<file path="config.mk">
export PLATFORM = sky130hd
export DESIGN_NAME = lfbd_regs
export DESIGN_NICKNAME = d
export VERILOG_FILES = /design/src/rtl/core/lzss_flag_byte_decompressor_core_assert.svh /design/src/rtl/core/lfbd_pkg.sv /design/src/rtl/core/lfbd_regs.sv
export SDC_FILE = /design/constraint.sdc
export NUM_CORES = 1
export LEC_CHECK = 0
export BUFFER_PORTS_ARGS = -buffer_cell sky130_fd_sc_hd__buf_2
export CORE_MARGIN = 4
export CORE_UTILIZATION = 35
export CTS_CLUSTER_DIAMETER = 100
export CTS_CLUSTER_SIZE = 8
export DETAILED_ROUTE_END_ITERATION = 12
export GPL_TIMING_DRIVEN = 1
export PLACE_DENSITY = 0.8
export SYNTH_ARGS = -nofsm -noshare
export SYNTH_HDL_FRONTEND = slang
export SYNTH_SLANG_ARGS = --single-unit
</file>
<file path="constraint.sdc">
create_clock -name clk -period 1.9 [get_ports clk]
set_input_delay 0.19 -clock clk [delete_from_list [all_inputs] [get_ports clk]]
set_output_delay 0.19 -clock clk [all_outputs]
set_load 0.005 [all_outputs]
</file>
<file path="src/rtl/core/lzss_flag_byte_decompressor_core_assert.svh">
// Assertion macros used by the decompressor top module.
`ifndef LZSS_FLAG_BYTE_DECOMPRESSOR_CORE_ASSERT_SVH
`define LZSS_FLAG_BYTE_DECOMPRESSOR_CORE_ASSERT_SVH

// Same-cycle implication.
`define LFBD_ASSERT_IMP(name, clk, rst_n, ante, cons, msg) \
	name: assert property (@(posedge clk) disable iff (!(rst_n)) (ante) |-> (cons)) \
		else $error(msg);

// Next-cycle implication.
`define LFBD_ASSERT_NXT(name, clk, rst_n, ante, cons, msg) \
	name: assert property (@(posedge clk) disable iff (!(rst_n)) (ante) |=> (cons)) \
		else $error(msg);

`endif

</file>
<file path="src/rtl/core/lfbd_pkg.sv">
`default_nettype none
package lfbd_pkg;

	localparam int HISTORY_BYTES = 65536;
	localparam int LANES         = 8;
	localparam int MIN_MATCH     = 5;

	localparam int HIST_AW     = $clog2(HISTORY_BYTES);
	localparam int BYTE_W      = 8;
	localparam int POS_W       = 24;
	// 16-bit offset plus up to 259 more bytes of a match
	localparam int SRC_W       = 17;
	localparam int LEN_W       = 9;
	localparam int LANE_CNT_W  = (LANES > 1) ? $clog2(LANES) : 1;
	localparam int OUT_BYTES_W = 64;
	localparam int COUNT_W     = 4;
	localparam int STATUS_W    = 2;

	localparam logic [BYTE_W-1:0] FLAG_MASK_INIT = 8'h01;

	localparam int APB_ADDR_W   = 3;
	localparam int APB_DATA_W   = 32;
	localparam int REG_IDX_LSB  = 2;
	localparam logic [APB_ADDR_W-REG_IDX_LSB-1:0] REG_OUTPUT_SIZE = '0;

	typedef enum logic [STATUS_W-1:0] {
		STATUS_DATA,
		STATUS_DONE,
		STATUS_OVERRUN,
		STATUS_TRUNC
	} status_t;

	typedef enum logic [1:0] {
		PH_START,
		PH_OFF_LO,
		PH_OFF_HI
	} phase_t;

	typedef enum logic [2:0] {
		TOK_FLAG,
		TOK_LITERAL,
		TOK_OFF_LO,
		TOK_OFF_HI,
		TOK_LENGTH
	} tok_t;

	typedef enum logic [2:0] {
		ST_IDLE,
		ST_DISPATCH,
		ST_LITERAL,
		ST_COPY_RD,
		ST_COPY_WR,
		ST_END,
		ST_STATUS
	} state_t;

	typedef struct packed {
		logic    take_in;
		logic    decode;
		logic    emit_lit;
		logic    copy_step;
		logic    load_status;
		status_t code;
	} dp_cmd_t;

	typedef struct packed {
		logic finished;
		logic size_reached;
		tok_t tok;
		logic overrun;
		logic copy_last;
		logic lane_full;
		logic out_free;
		logic open_token;
		logic last;
	} dp_stat_t;

endpackage
`default_nettype wire

</file>
<file path="src/rtl/core/lfbd_regs.sv">
`default_nettype none
module lfbd_regs (
	input  wire logic                             clk,
	input  wire logic                             arst_n,
	input  wire logic                             psel,
	input  wire logic                             penable,
	input  wire logic                             pwrite,
	input  wire logic [lfbd_pkg::APB_ADDR_W-1:0]  paddr,
	input  wire logic [lfbd_pkg::APB_DATA_W-1:0]  pwdata,
	output logic      [lfbd_pkg::APB_DATA_W-1:0]  prdata,
	output logic                                  pready,
	output logic      [lfbd_pkg::POS_W-1:0]       output_size
);
	import lfbd_pkg::*;

	logic [POS_W-1:0]                   output_size_q;
	logic [APB_ADDR_W-REG_IDX_LSB-1:0]  reg_idx;
	logic                               wr_en;

	assign reg_idx = paddr[APB_ADDR_W-1:REG_IDX_LSB];
	assign wr_en   = psel && penable && pwrite;
	assign pready  = 1'b1;

	always_ff @(posedge clk or negedge arst_n) begin
		if (!arst_n) begin
			output_size_q <= '0;
		end else if (wr_en && (reg_idx == REG_OUTPUT_SIZE)) begin
			output_size_q <= pwdata[POS_W-1:0];
		end
	end

	always_comb begin
		prdata = '0;
		if (reg_idx == REG_OUTPUT_SIZE) begin
			prdata = APB_DATA_W'(output_size_q);
		end
	end

	assign output_size = output_size_q;
endmodule
`default_nettype wire

</file>
==> impl_results.md <==
- Outcome: finished clean
- PortBufs: a little under 80
- Post-layout util: around half
- Via density: between 4 and 5
- Area fraction of the dominant cell type after synthesis: around 49%
- Placed inst area: approximately 1600 um2
- Setup TNS: 0 ns
- RSZ-0062 raised after global routing: no
- Critical-path top delay cell: dfrtp_1
- Aggregate global-route resource usage: 12.0%
- 1st-iter DRT viols: 15
- Most Crowded Layer GR: met2
- CP startpoint kind: register
- Max incr delay on CP: around 0.42 ns
- # diodes: 0
- Sequential cell area fraction in the yosys report: just under 50%
- Cell type with the largest total area after synthesis: dfrtp_1
- Final Hold Viols: 0
- Insertion delay to the later sink of the worst-skew pair: roughly 0.30 ns
- EDFF count, synth: 0
- Largest cells by area after synthesis: dfrtp_1 (49%), mux2_4 (24%), nor2b_1 (11%), buf_4 (5.5%), mux2_2 (3.7%)
- DP HPWL: 2030 um
- PD cells: roughly 840 nW/um2
- DR pass1 iterations: 2
- CTS root buffer: clkbuf_4
- Syn-to-layout area delta: 35.2%
- Fillcell total: between 300 and 400
- Final nets: between 200 and 250
- Syn avg cell area: roughly 14 um2
- Post-synth cell types: 10
- Die Y: 67.2 um
- Buf/Inv on CP: 1
- Post-route ant nets: 0
- Core ar.: ~3400 um2
- Per-cell routed wire length: between 10 and 15 um
- # clock sinks: 24
- Post CTS Setup Buffer Count: 0
- Kind of critical path: reg2out
- Final Max Slew Viols: 0
- Most frequent cell after synthesis: dfrtp_1
- Final setup violation count: 0
- Max_cap viols: 0
- Worst Tran Pin Value: 0.528 ns
- Die width: around 67 um
- Met2 Use GR: 19.3%
- GR Layer Usage met3: roughly 3.8%
- CTS Buf Count: 3
- Vias in the first global route: between 800 and 900
- Pin count of the biggest net entering global routing: 25
- Slew margin rel.: 64.8%
- Synth Warn #: 0
- Share of layout cells above drive strength 1: about two thirds
- Register clock-pin slew on the reported worst setup and hold paths: around 0.12 ns
- Leakage: between 0.9 and 1 nW
- Die area: 4520 um2
- WP data required: about 1.7 ns
- IR drop worst, VDD: 0.325 mV
- Final design area excluding fillers: 1660 um2
- Ys flop type: dfrtp_1
- CP delay by family, top: flip-flops
- GRT overflow: 0
- Synthesized instance count: 88
- Hold Path Class: in2reg
- CTS tree: done
- Gpl congestion: about 0.67
- Antenna violations before repair: 1
- # IOs: a little under 100
- Ys async rst share: 100%
- F_max: roughly 0.84 GHz
- # rows: 21
- First-pass GRT wire length: between 4000 and 5000 um
- Clock skew: 0 ns
- Final worst path period need: 1.19 ns
- Critical path cell sequence: nor2b_1, buf_2
- Yosys reg bits: 24
- Max reg flops: 24
- Nature of the critical path endpoint: output port
- Pwr Total: around 1.4 mW
- Met1 Use GR: between 15 and 20%
- Clock buffer depth: 2
- Crit-path max FO: 3
- # resized after CTS: 0
- Post-synth top cells: dfrtp_1 (24), nor2b_1 (22), mux2_4 (20)
- Remaining DRCs: 0
- Tcrit/Tclk final: 62.5%
- H-Tree Depth: 1
- WP data arrival: 1.00 ns
- WL final: about 2700 um
- Initial Util: roughly 36%
- Cell Area, Synth: ~1200 um2
- Via count: ~900
## power breakdown
part / internal [mW] / switching, mW / total (mW)
Sequential: 0.623 / 0.0812 / 0.704
Combinational: 0.320 / 0.162 / 0.482
Clock: 0.0739 / 0.140 / 0.214
## metrics by stage
step / std cells / hold WS, ns / worst slack [ns]
finish: 211 / 0.106 / 0.712
global route: 211 / 0.0775 / 0.609
CTS: 211 / 0.0854 / 0.687
detailed placement: 207 / 0.205 / 0.552
global placement: 207 / 0.196 / 0.552
floorplan: 95 / -0.106 / 0.917
## worst paths after layout
kind	endpoint	startpoint	cells past startpoint	slack (ns)
min in group asynchronous	output_size[6]	arst_n	2	0.38
min reg2reg	output_size[18]	output_size[18]	1	0.53
max in group asynchronous	output_size[12]	arst_n	2	1.17
max reg2reg	output_size[6]	output_size[6]	1	1.12
min	output_size[11]	pwdata[11]	2	0.11
max	prdata[7]	output_size[7]	2	0.71
## logic make-up after synthesis
family / share of synthesized area [%]
buf+inv: 7.95
flops: 48.9
mux: 28.1
other cells: 0.612
simple gates: 14.4
## cells in the final DEF, fill, tap and decap left out
cell type      netlist  layout
and2b_1              2       2
buf_12               0       1
buf_2                0      77
buf_4                9       1
clkbuf_4             0       3
conb_1               2       9
dfrtp_1             24      24
dlygate4sd3_1        0       1
mux2_2               4       4
mux2_4              20      20
nand4b_4             1       1
nor2b_1             22      22
## final cells by class
class / count / area, um2 / area share, %
clock buffer: 3 / 22.5 / 1.36
multi-input combinational: 58 / 556 / 33.5
sequential: 24 / 601 / 36.2
tap: 46 / 57.6 / 3.47
timing repair buffer: 80 / 423 / 25.5
## timing repair
action / 4_1_cts / 5_1_grt
setup endpoints to repair: 0 / 0
hold endpoints to repair: 24 / 0
hold buffers: 1 / 0
## per-layer routing
layer  routed length (um)  part of all wire, %  up-vias
li1                     -                    -      423
met1                 1110                   42      410
met2                 1180                   44       62
met3                  335                   13        4
met4                   17                 0.64        2
met5                   20                 0.75        -
Note: power is estimated with default switching activity, not from simulation.
