<file path="src/rtl/core/lzss_flag_byte_decompressor_core_assert.svh">
// Assertion macros used by the decompressor top module.
`ifndef LZSS_FLAG_BYTE_DECOMPRESSOR_CORE_ASSERT_SVH
`define LZSS_FLAG_BYTE_DECOMPRESSOR_CORE_ASSERT_SVH

// Same-cycle implication.
`define LFBD_ASSERT_IMP(name, clk, rst_n, ante, cons, msg) \
	name: assert property (@(posedge clk) disable iff (!(rst_n)) (ante) |-> (cons)) \
		else $error(msg);

// Next-cycle implication.
`define LFBD_ASSERT_NXT(name, clk, rst_n, ante, cons, msg) \
	name: assert property (@(posedge clk) disable iff (!(rst_n)) (ante) |=> (cons)) \
		else $error(msg);

`endif

</file>
<file path="src/rtl/core/lfbd_pkg.sv">
`default_nettype none
package lfbd_pkg;

	localparam int HISTORY_BYTES = 65536;
	localparam int LANES         = 8;
	localparam int MIN_MATCH     = 5;

	localparam int HIST_AW     = $clog2(HISTORY_BYTES);
	localparam int BYTE_W      = 8;
	localparam int POS_W       = 24;
	// 16-bit offset plus up to 259 more bytes of a match
	localparam int SRC_W       = 17;
	localparam int LEN_W       = 9;
	localparam int LANE_CNT_W  = (LANES > 1) ? $clog2(LANES) : 1;
	localparam int OUT_BYTES_W = 64;
	localparam int COUNT_W     = 4;
	localparam int STATUS_W    = 2;

	localparam logic [BYTE_W-1:0] FLAG_MASK_INIT = 8'h01;

	localparam int APB_ADDR_W   = 3;
	localparam int APB_DATA_W   = 32;
	localparam int REG_IDX_LSB  = 2;
	localparam logic [APB_ADDR_W-REG_IDX_LSB-1:0] REG_OUTPUT_SIZE = '0;

	typedef enum logic [STATUS_W-1:0] {
		STATUS_DATA,
		STATUS_DONE,
		STATUS_OVERRUN,
		STATUS_TRUNC
	} status_t;

	typedef enum logic [1:0] {
		PH_START,
		PH_OFF_LO,
		PH_OFF_HI
	} phase_t;

	typedef enum logic [2:0] {
		TOK_FLAG,
		TOK_LITERAL,
		TOK_OFF_LO,
		TOK_OFF_HI,
		TOK_LENGTH
	} tok_t;

	typedef enum logic [2:0] {
		ST_IDLE,
		ST_DISPATCH,
		ST_LITERAL,
		ST_COPY_RD,
		ST_COPY_WR,
		ST_END,
		ST_STATUS
	} state_t;

	typedef struct packed {
		logic    take_in;
		logic    decode;
		logic    emit_lit;
		logic    copy_step;
		logic    load_status;
		status_t code;
	} dp_cmd_t;

	typedef struct packed {
		logic finished;
		logic size_reached;
		tok_t tok;
		logic overrun;
		logic copy_last;
		logic lane_full;
		logic out_free;
		logic open_token;
		logic last;
	} dp_stat_t;

endpackage
`default_nettype wire

</file>
<file path="src/rtl/core/lfbd_ctrl.sv">
`default_nettype none
module lfbd_ctrl (
	input  wire logic               clk,
	input  wire logic               arst_n,
	input  wire logic               in_valid,
	output logic                    in_ready,
	input  wire lfbd_pkg::dp_stat_t stat,
	output lfbd_pkg::dp_cmd_t       cmd
);
	import lfbd_pkg::*;

	state_t  state_q, state_d;
	status_t code_q, code_d;
	logic    copy_go;

	// a flushing copy byte must find the result register free
	assign copy_go = !(stat.lane_full || stat.copy_last) || stat.out_free;

	always_ff @(posedge clk or negedge arst_n) begin
		if (!arst_n) begin
			state_q <= ST_IDLE;
			code_q  <= STATUS_DONE;
		end else begin
			state_q <= state_d;
			code_q  <= code_d;
		end
	end

	always_comb begin
		state_d = state_q;
		code_d  = code_q;
		case (state_q)
			ST_IDLE: begin
				if (in_valid) begin
					state_d = stat.finished ? ST_IDLE : ST_DISPATCH;
				end
			end
			ST_DISPATCH: begin
				if (stat.size_reached) begin
					state_d = ST_STATUS;
					code_d  = STATUS_DONE;
				end else begin
					case (stat.tok)
						TOK_LITERAL: state_d = ST_LITERAL;
						TOK_LENGTH: begin
							if (stat.overrun) begin
								state_d = ST_STATUS;
								code_d  = STATUS_OVERRUN;
							end else begin
								state_d = ST_COPY_RD;
							end
						end
						default: state_d = ST_END;
					endcase
				end
			end
			ST_LITERAL: begin
				if (stat.out_free) begin
					state_d = ST_END;
				end
			end
			ST_COPY_RD: begin
				state_d = ST_COPY_WR;
			end
			ST_COPY_WR: begin
				if (copy_go) begin
					state_d = stat.copy_last ? ST_END : ST_COPY_RD;
				end
			end
			ST_END: begin
				if (stat.size_reached) begin
					state_d = ST_STATUS;
					code_d  = STATUS_DONE;
				end else if (stat.last) begin
					state_d = ST_STATUS;
					code_d  = stat.open_token ? STATUS_TRUNC : STATUS_DONE;
				end else begin
					state_d = ST_IDLE;
				end
			end
			ST_STATUS: begin
				if (stat.out_free) begin
					state_d = ST_IDLE;
				end
			end
			default: state_d = ST_IDLE;
		endcase
	end

	always_comb begin
		in_ready        = 1'b0;
		cmd             = '0;
		cmd.code        = code_q;
		case (state_q)
			ST_IDLE: begin
				in_ready    = 1'b1;
				cmd.take_in = in_valid;
			end
			ST_DISPATCH: begin
				cmd.decode = !stat.size_reached;
			end
			ST_LITERAL: begin
				cmd.emit_lit = stat.out_free;
			end
			ST_COPY_WR: begin
				cmd.copy_step = copy_go;
			end
			ST_STATUS: begin
				cmd.load_status = stat.out_free;
			end
			default: begin
				cmd.take_in = 1'b0;
			end
		endcase
	end
endmodule
`default_nettype wire

</file>
<file path="config.mk">
export PLATFORM = sky130hd
export DESIGN_NAME = lfbd_ctrl
export DESIGN_NICKNAME = d
export VERILOG_FILES = /design/src/rtl/core/lzss_flag_byte_decompressor_core_assert.svh /design/src/rtl/core/lfbd_pkg.sv /design/src/rtl/core/lfbd_ctrl.sv
export SDC_FILE = /design/constraint.sdc
export NUM_CORES = 1
export LEC_CHECK = 0
export ABC_AREA = 1
export BUFFER_PORTS_ARGS = -buffer_cell sky130_fd_sc_hd__buf_2
export CORE_AREA = 3 3 40 42
export DETAILED_ROUTE_END_ITERATION = 6
export DIE_AREA = 0 0 43 45
export GPL_TIMING_DRIVEN = 0
export PLACE_DENSITY = 0.69
export SLEW_MARGIN = 0
export SYNTH_ARGS = -nofsm -noshare
export SYNTH_HDL_FRONTEND = slang
export SYNTH_SLANG_ARGS = --single-unit
</file>
<file path="constraint.sdc">
create_clock -name clk -period 1.2 [get_ports clk]
set_input_delay 0.12 -clock clk [delete_from_list [all_inputs] [get_ports clk]]
set_output_delay 0.12 -clock clk [all_outputs]
set_load 0.05 [all_outputs]
</file>
==> flow_metrics.env <==
export IMPL_drc_errors=0
export IMPL_cap_violations=0
export IMPL_worstPathRequired_ps=1080
export IMPL_htreeDepth=1
export IMPL_ant_nets=0
export IMPL_clockPowerShare_pct=8.2
export IMPL_cp_start_kind="register"
export IMPL_area_delta_synth_final_pct=91.90
export IMPL_die_y_um=45
export IMPL_layout_drive_gt1_share_pct=57.27
export IMPL_fmax_mhz=743.5
export IMPL_power_share_sequential_pct=15.3
export IMPL_power_internal_uw=1124
export IMPL_ir_worst_vdd_uv=1391
export IMPL_netSwitchingPower_uw=1262
export IMPL_hold_depth=3
export IMPL_grt_pass1_wl_mm=2.208
export IMPL_synth_top_area_share_pct=22.35
export IMPL_syn_nets=88
export IMPL_synth_area_leaders="dfrtp_1, nand2_1, nand3_1"
export IMPL_ys_types=16
export IMPL_synthCells=74
export IMPL_seq_area_frac_synth_pct=28.21
export IMPL_synth_area_leader_cell="dfrtp_1"
export IMPL_yosys_register_bits=5
export IMPL_holdWs_ps=187.3
export IMPL_antenna_diode_count=0
export IMPL_cts_buffers=3
export IMPL_place_inst=110
export IMPL_min_period_ps=1345
export IMPL_setup_ws_ps=-144.9
export IMPL_tritoncts="done"
export IMPL_synth_avg_cell_area_um2=6.053
export IMPL_place_ws_ps=-81.94
export IMPL_num_vias=606
export IMPL_nFillCells=92
export IMPL_synth_warnings=0
export IMPL_crit_type="register to output pin"
export IMPL_finalWirelength_mm=1.553
export IMPL_nets=125
export IMPL_drt_iter0_markers=6
export IMPL_rsz0062_at_grt="yes"
export IMPL_globalplace_congestion=0.7662
export IMPL_dieArea_um2=1935
export IMPL_rows=13
export IMPL_status="complete, but fails checks"
export IMPL_start_util_pct=34.86
export IMPL_hold_class="primary input to register"
export IMPL_antenna_found_initial=0
export IMPL_clkLatencyLatePin_ps=240
export IMPL_min_period_over_period_pct=112.1
export IMPL_clk_pin_slew_worst_paths_ps=50
export IMPL_tns_ps=-814.0
export IMPL_cts_root_buf="clkbuf_4"
export IMPL_clk_path_buf_depth=2
export IMPL_wire_per_inst_um=12.42
export IMPL_grt_pass1_vias=548
export IMPL_via_per_inst=4.848
export IMPL_stdcell_count=125
export IMPL_first_pass_iters=3
export IMPL_fp_coreArea_um2=1285
export IMPL_slew_violations=0
export IMPL_die_w_um=43
export IMPL_powerDensity_nw_per_um2=2776
export IMPL_netlist_area_um2=447.9
export IMPL_comb_power_share_pct=76.5
export IMPL_port_buffers=21
export IMPL_cp_max_fo=4
export IMPL_grt_max_degree=7
export IMPL_p_leak_uw=0.0004445
export IMPL_critPathArrivalTime_ps=1220
export IMPL_finalSetupViolations=11
export IMPL_violations="negative setup slack"
export IMPL_tightest_slew_ps=420.0
export IMPL_cts_sinks=5
export IMPL_switching_share_pct=52.90
export IMPL_r2r_cells=8
export IMPL_relSlewSlack_pct=71.70
export IMPL_grt_usage_pct=15.20
export IMPL_clock_skew_final_ps=6.270
export IMPL_hold_viol=0
export IMPL_ios=22
export IMPL_place_hpwl_um=855.6
export IMPL_overflow=0
export IMPL_end_kind="output pin"
[synth_stat cells]
cell type and instances:
nor3_4 1, nor2_1 11, o21ai_1 1, nand2_2 4
inv_1 7, clkbuf_8 1, o21ai_0 2, a21oi_2 1
a21oi_1 1, nand2_1 23, dfstp_2 1, inv_2 3
nand3_1 10, nor3_1 2, nor2_2 2, dfrtp_1 4
[path summary, 6_finish.rpt]
path | startpoint | end | slack [ps]
max | state_q[1]$_DFFE_PN0P_ | cmd[3] | -140
min | stat[1] | code_q[1]$_DFFE_PN0P_ | 190
max reg2reg | state_q[1]$_DFFE_PN0P_ | state_q[1]$_DFFE_PN0P_ | -30
min reg2reg | code_q[0]$_DFFE_PN1P_ | code_q[0]$_DFFE_PN1P_ | 470
max in group asynchronous | arst_n | code_q[0]$_DFFE_PN1P_ | 760
min in group asynchronous | arst_n | state_q[2]$_DFFE_PN0P_ | 220
[flip-flops by register name (all words and copies together), names as in the netlist]
| register | count |
|---|---|
| state_q | 3 |
| code_q | 2 |
[kinds of logic after synthesis]
logic type      count (synthesis)  share of synthesized area (%)
compound gates                  5                          6.423
buf+inv                        11                          11.45
flops                           5                          28.21
simple gates                   53                          53.91
[placed cells by master (no fill, tap or decap), drive strengths merged, types with 2 or more instances in the layout]
cell type and n:
nor2 13, nor3 3, dfrtp 4, nand3 10
clkbuf 4, nand2 27, buf 32, inv 10
a21oi 2, o21ai 3
[repair_timing]
item / CTS / global route
hold buffers: 1 / 0
buffers inserted: 9 / 2
resized for setup: 24 / 19
pin swaps: 6 / 10
hold endpoints to repair: 5 / 0
setup endpoints to repair: 9 / 11
[power groups by stage]
stage	registers [uW]	clock network (uW)	logic, uW
after global routing	373	217	1940
after detailed placement	346	0	1120
after floorplan	450	0	802
after CTS	354	189	1540
after global placement	343	0	1110
final	365	195	1830
[metal layers]
layer	vias up	GRT usage, %	share of wire, %
li1	303	-	-
met1	279	17.04	41
met2	20	27.25	54
met3	4	2.789	3.6
met4	0	8.434	1.7
met5	-	0	0
[stage by stage]
stage                     total power (uW)  instance area (um2)  utilization (%)
final                                 2386                859.6            66.89
after global routing                  2534                859.6            66.89
after CTS                             2079                782.0            60.86
after detailed placement              1469                594.3            46.25
after global placement                1450                594.3            46.25
after floorplan                       1251                470.5                -
[cell type report]
| class | count | area [um2] | area share, % |
|---|---|---|---|
| Inverter | 10 | 45.04 | 5.240 |
| Tap cell | 15 | 18.77 | 2.183 |
| Multi-Input combinational cell | 58 | 371.6 | 43.23 |
| Timing Repair Buffer | 32 | 254.0 | 29.55 |
| Buffer | 1 | 15.01 | 1.747 |
| Sequential cell | 5 | 128.9 | 14.99 |
| Clock buffer | 4 | 26.28 | 3.057 |
[worst max-delay path, stage by stage, from the launching register on]
cell and delay, ps:
dfrtp_2 450, nor2_4 200, nand2_4 90, nor2_4 90
buf_8 150
Power figures use the tool's default switching activity.
